===== config.mk =====
export PLATFORM = sky130hd
export DESIGN_NAME = c2dvn_ctrl
export DESIGN_NICKNAME = d
export VERILOG_FILES = /design/src/hdl/c2dvn_pkg.sv /design/src/hdl/c2dvn_ctrl.sv
export SDC_FILE = /design/constraint.sdc
export NUM_CORES = 1
export LEC_CHECK = 0
export ABC_CLOCK_PERIOD_IN_PS = 1660
export BUFFER_PORTS_ARGS = -buffer_cell sky130_fd_sc_hd__buf_2
export CORE_AREA = 10 10 47 49
export DETAILED_ROUTE_END_ITERATION = 6
export DIE_AREA = 0 0 57 59
export GPL_ROUTABILITY_DRIVEN = 0
export PLACE_DENSITY_LB_ADDON = 0.12
export RECOVER_POWER = 50
export SLEW_MARGIN = 5
export SYNTH_ARGS = -nofsm -noshare
export SYNTH_HDL_FRONTEND = slang
export SYNTH_SLANG_ARGS = --single-unit

===== constraint.sdc =====
create_clock -name aclk -period 1.66 [get_ports aclk]
set_input_delay 0.332 -clock aclk [delete_from_list [all_inputs] [get_ports aclk]]
set_output_delay 0.332 -clock aclk [all_outputs]
set_load 0.05 [all_outputs]

===== src/hdl/c2dvn_pkg.sv =====
// ----------------------------------------------------------------------------
// c2dvn_pkg: shared types and constants
// Register indexes, fixed field widths and the command and status bundles
// that join the controller and the datapath.
// ----------------------------------------------------------------------------
package c2dvn_pkg;

    localparam int CFG_W    = 64;
    localparam int CFG_IW   = 3;
    localparam int PIX_IN_W = 8;
    localparam int VALUE_W  = 21;
    localparam int WIDTH_W  = 11;
    localparam int HEIGHT_W = 13;
    localparam int KSIZE_W  = 3;
    localparam int NUM_COEFS = 25;
    localparam int COEF_VEC_W = 8 * NUM_COEFS;

    localparam logic [CFG_IW-1:0] REG_IMAGE_WIDTH  = 3'd0;
    localparam logic [CFG_IW-1:0] REG_IMAGE_HEIGHT = 3'd1;
    localparam logic [CFG_IW-1:0] REG_KERNEL_SIZE  = 3'd2;
    localparam logic [CFG_IW-1:0] REG_COEF_BANK_0  = 3'd3;
    localparam logic [CFG_IW-1:0] REG_COEF_BANK_1  = 3'd4;
    localparam logic [CFG_IW-1:0] REG_COEF_BANK_2  = 3'd5;
    localparam logic [CFG_IW-1:0] REG_COEF_BANK_3  = 3'd6;
    localparam logic [CFG_IW-1:0] REG_NORMALIZE    = 3'd7;

    typedef struct packed {
        logic accept;
        logic tap_rd;
        logic tap_mac;
        logic div_load;
        logic div_step;
        logic out_load;
    } cmd_t;

    typedef struct packed {
        logic valid_pos;
        logic last_tap;
        logic need_div;
        logic div_done;
        logic out_free;
    } sts_t;

endpackage


===== src/hdl/c2dvn_ctrl.sv =====
// ----------------------------------------------------------------------------
// c2dvn_ctrl: sequencing state machine
// Accepts a pixel, steps the window taps, runs the divider when needed and
// hands the result to the output register.
// ----------------------------------------------------------------------------
module c2dvn_ctrl import c2dvn_pkg::*; (
    input  logic aclk,
    input  logic aresetn,
    input  logic s_tvalid,
    output logic s_tready,
    input  sts_t sts,
    output cmd_t cmd
);

    localparam logic [2:0] ST_IDLE = 3'd0;
    localparam logic [2:0] ST_READ = 3'd1;
    localparam logic [2:0] ST_MAC  = 3'd2;
    localparam logic [2:0] ST_PREP = 3'd3;
    localparam logic [2:0] ST_DIV  = 3'd4;
    localparam logic [2:0] ST_OUT  = 3'd5;

    logic [2:0] state_reg, state_next;

    always_ff @(posedge aclk) begin
        if (!aresetn) begin
            state_reg <= ST_IDLE;
        end else begin
            state_reg <= state_next;
        end
    end

    assign s_tready = (state_reg == ST_IDLE);

    always_comb begin
        state_next = state_reg;
        cmd        = '0;
        case (state_reg)
            ST_IDLE: begin
                if (s_tvalid) begin
                    cmd.accept = 1'b1;
                    if (sts.valid_pos) begin
                        state_next = ST_READ;
                    end
                end
            end
            ST_READ: begin
                cmd.tap_rd = 1'b1;
                state_next = ST_MAC;
            end
            ST_MAC: begin
                cmd.tap_mac = 1'b1;
                state_next  = sts.last_tap ? ST_PREP : ST_READ;
            end
            ST_PREP: begin
                cmd.div_load = 1'b1;
                state_next   = sts.need_div ? ST_DIV : ST_OUT;
            end
            ST_DIV: begin
                if (sts.div_done) begin
                    state_next = ST_OUT;
                end else begin
                    cmd.div_step = 1'b1;
                end
            end
            ST_OUT: begin
                if (sts.out_free) begin
                    cmd.out_load = 1'b1;
                    state_next   = ST_IDLE;
                end
            end
            default: begin
                state_next = ST_IDLE;
            end
        endcase
    end

endmodule


* Word-level counts from Yosys, hierarchy flattened
Index checks and enable logic that the tools add are counted.
W data, S select, Z words.
** Operators by class
- Equality and inequality tests :: 9
- Multiplexer cells :: 16
- Reductions and logical operators :: 2
** Operators with widths (number)
- $pmux W3 S6 :: 1
- $mux W3 :: 4
- $mux W1 :: 10
- $eq A3 B2 Y1 const B :: 2
- $eq A3 B3 Y1 const B :: 2
- $ne A2 B2 Y1 const B :: 3
- $reduce_and A4 Y1 :: 1
- $eq A3 B1 Y1 const B :: 1
- $logic_not A3 Y1 :: 1
- $mux W2 :: 1
- $ne A2 B1 Y1 const B :: 1
** Storage, ports and cells
- Flip-flop bits (word level) :: 3
- Bits of input ports :: 8
- Output and inout bits :: 7
- Logic and storage cells :: 28

* Longest topological paths before layout
- Word-level depth :: 3
- Gate-level depth with buffers :: 4
- Gate-level depth less buffers :: 3

* Least setup slack after synthesis
Ideal clock, no wire load.
- Path kind :: reg2out
- Start point :: register state_reg[1]
- End point :: output cmd[5] (netlist bit)
- Data arrival time :: 1.702 ns
- Data required time :: 1.328 ns
- Slack :: -0.374 ns
- Stages on the path, launching flop included :: 4
- Buffers on the path :: 1
- Path through :: dfxtp_1 -> buf_2 -> nor3_2 -> and2_1
** RTL lines
- start: declaration :: RTL line c2dvn_ctrl.sv:22 : logic [2:0] state_reg, state_next;
- start signal: assignment :: RTL line c2dvn_ctrl.sv:28 : state_reg <= state_next;
- end: declaration :: RTL line c2dvn_ctrl.sv:12 : output cmd_t cmd

==> out/qor.yml <==
syn-num-nets: 36
grt_pass1_vias: 241
worst_hold_path_type: "input pin to flop"
core_um2: 1400
h-tree-depth: 1
hold_start: "aresetn"
slew_viol_final: 0
avgSynthCellArea_um2: 8.18
synth_seq_cells: 3
antenna_cells: 0
drc: 0
hpwl_um: 579
synth_area_leader_cell: "dfxtp_1"
grt_max_degree: 10
holdBufCountCts: 0
vias: 235
antenna_found_initial: 0
p_sw_uw: 156
viasPerCell: 3.92
final_antenna_net_count: 0
pre_cts_ws_ns: 0.201
layout-drive-gt1-share: 0.568
yosysUniqueCellTypes: 18
rows: 14
status: "finished clean"
worst_pin_slew_ns: 0.284
finalCritPeriodShare: 0.932
ir_drop_uv: 316
synth_commonest_cells: "4 x nand2_1, 3 x dfxtp_1, 3 x nand2b_1"
synth_edf_count: 0
fin_hold_ws_ns: 0.347
gr-max-usage-layer: "met2"
drt_first_pass_iters: 1
worstPathRequired_ns: 1.33
power_density_nw_per_um2: 1070
wl_per_cell_um: 11.5
finalWorstSetupSlack_ns: 0.113
largest_register_ffs: 3
synth_top_area_frac: 0.262
end_kind: "output port"
ys_warn_count: 0
die_h_um: 59
worstPathMaxFanout: 9
cp.arrival_ns: 1.22
p_int_uw: 220
fmax_mhz: 646
cts_sinks: 3
die_w_um: 57
cts_root_buffer: "clkbuf_4"
maxCapViolations: 0
fillerInstances: 167
grt_pass1_wl_um: 1070
portBuffers: 14
setup_tns_ns: 0
ff_latch_area_um2: 63.8
initial_utilization: 0.163
r2r-start: "state_reg[2]"
swShare: 0.414
slew_headroom: 0.811
p_comb_frac: 0.383
finalCoreUtilization: 0.250
insertion_delay_ns: 0.23
grt_usage: 0.0411
met2_usage: 0.0682
grt-ovfl-total: 0
clock_skew_ns: 0.000607
use_met1: 0.0416
period_minus_slack_ns: 1.55
sequentialPowerShare: 0.287
hold_viol: 0
cts_tree: "yes"
clkTransAtPathRegs_ns: 0.03
p_leak_uw: 0.000168
criticalPathCategory: "flop to output port"
crit_start: "state_reg[1]"
startpoint_type: "flop"
totalWireLength_um: 690
p_clk_frac: 0.330
hold_depth: 2
met3_usage: 0.0150
rsz0062_at_grt: "no"
ys_seq_area_frac: 0.262
pin_count: 15
drt_iter0_markers: 0
die_area_um2: 3360
synthCells: 28
yosysMostFrequentCell: "nand2_1"
syn2layout_area_growth_pct: 53.0
clockBufferDepth: 2
multi_input_area_um2: 166
synthArstFlopShare: 0
cts_buffers: 3
setup_viol: 0
cts_setup_buffers: 0
synthFlopType: "dfxtp_1"
r2r_cells: 3
synthTopCellsByArea: "dfxtp_1 26%, nor4b_4 10%, nand2b_1 8.2%"
power.total_uw: 376
nNetsFinal: 53
synth_area_um2: 229
-- cell type report --
cell class              count  share of cell area
flip-flops and latches      3               0.182
well taps                  16              0.0571
inverters                   1              0.0107
multi-input cells          22               0.475
clock buffers               4              0.0750
repair buffers             14               0.200
-- kinds of logic after synthesis --
logic type,count (synthesis),synth area share
AOI/OAI and AO/OA,5,0.153
DFF,3,0.262
and+or+nand+nor,17,0.525
buffers and inverters,3,0.0601
-- power by group through the flow --
stage | Combinational (uW) | Sequential, uW | Clock, uW
2_1_floorplan | 136 | 84.7 | 0
3_3_place_gp | 147 | 106 | 0
3_5_place_dp | 146 | 107 | 0
4_1_cts | 147 | 107 | 133
5_1_grt | 156 | 110 | 133
6_report | 144 | 108 | 124
-- path summary, 6_finish.rpt --
path	endpoint	slack, ns
setup / recovery	cmd[5]	0.11
hold / removal	state_reg[2]	0.35
setup reg to reg	state_reg[0]	0.69
hold reg to reg	state_reg[1]	0.62
-- routing by layer --
metal	routed length (um)	vias to the layer above
li1	-	126
met1	287	103
met2	367	6
met3	35	0
met4	0	0
met5	0	-
-- layout by cell type (no fill, tap or decap) --
cell type / instances
and3_1: 1
and2_1: 1
o21a_1: 1
nand3b_1: 1
nor2_1: 2
clkbuf_2: 2
a211oi_1: 1
a21oi_1: 2
nor4b_4: 1
nor2b_1: 1
nor3_4: 1
nand2b_1: 3
buf_2: 12
dfxtp_2: 3
and3_4: 1
nor3b_2: 1
inv_2: 1
clkbuf_1: 1
nand2_1: 4
clkbuf_4: 3
o211a_1: 1
-- through the flow --
| stage | instances | cell area [um^2] |
|---|---|---|
| 4_1_cts | 60 | 349 |
| 2_1_floorplan | 28 | 240 |
| 3_3_place_gp | 56 | 320 |
| 3_5_place_dp | 56 | 320 |
| 6_report | 60 | 350 |
| 5_1_grt | 60 | 350 |
-- critical path, stage by stage, from the launching register on --
cell and delay (ns):
dfxtp_2 0.37, nor3_4 0.21, and2_1 0.14, buf_2 0.26
-- what timing repair did --
action / CTS / global route
gates resized for setup: 2 / 1
setup endpoints to repair: 3 / 3
gates cloned: 0 / 0
Power figures use the tool's default switching activity.
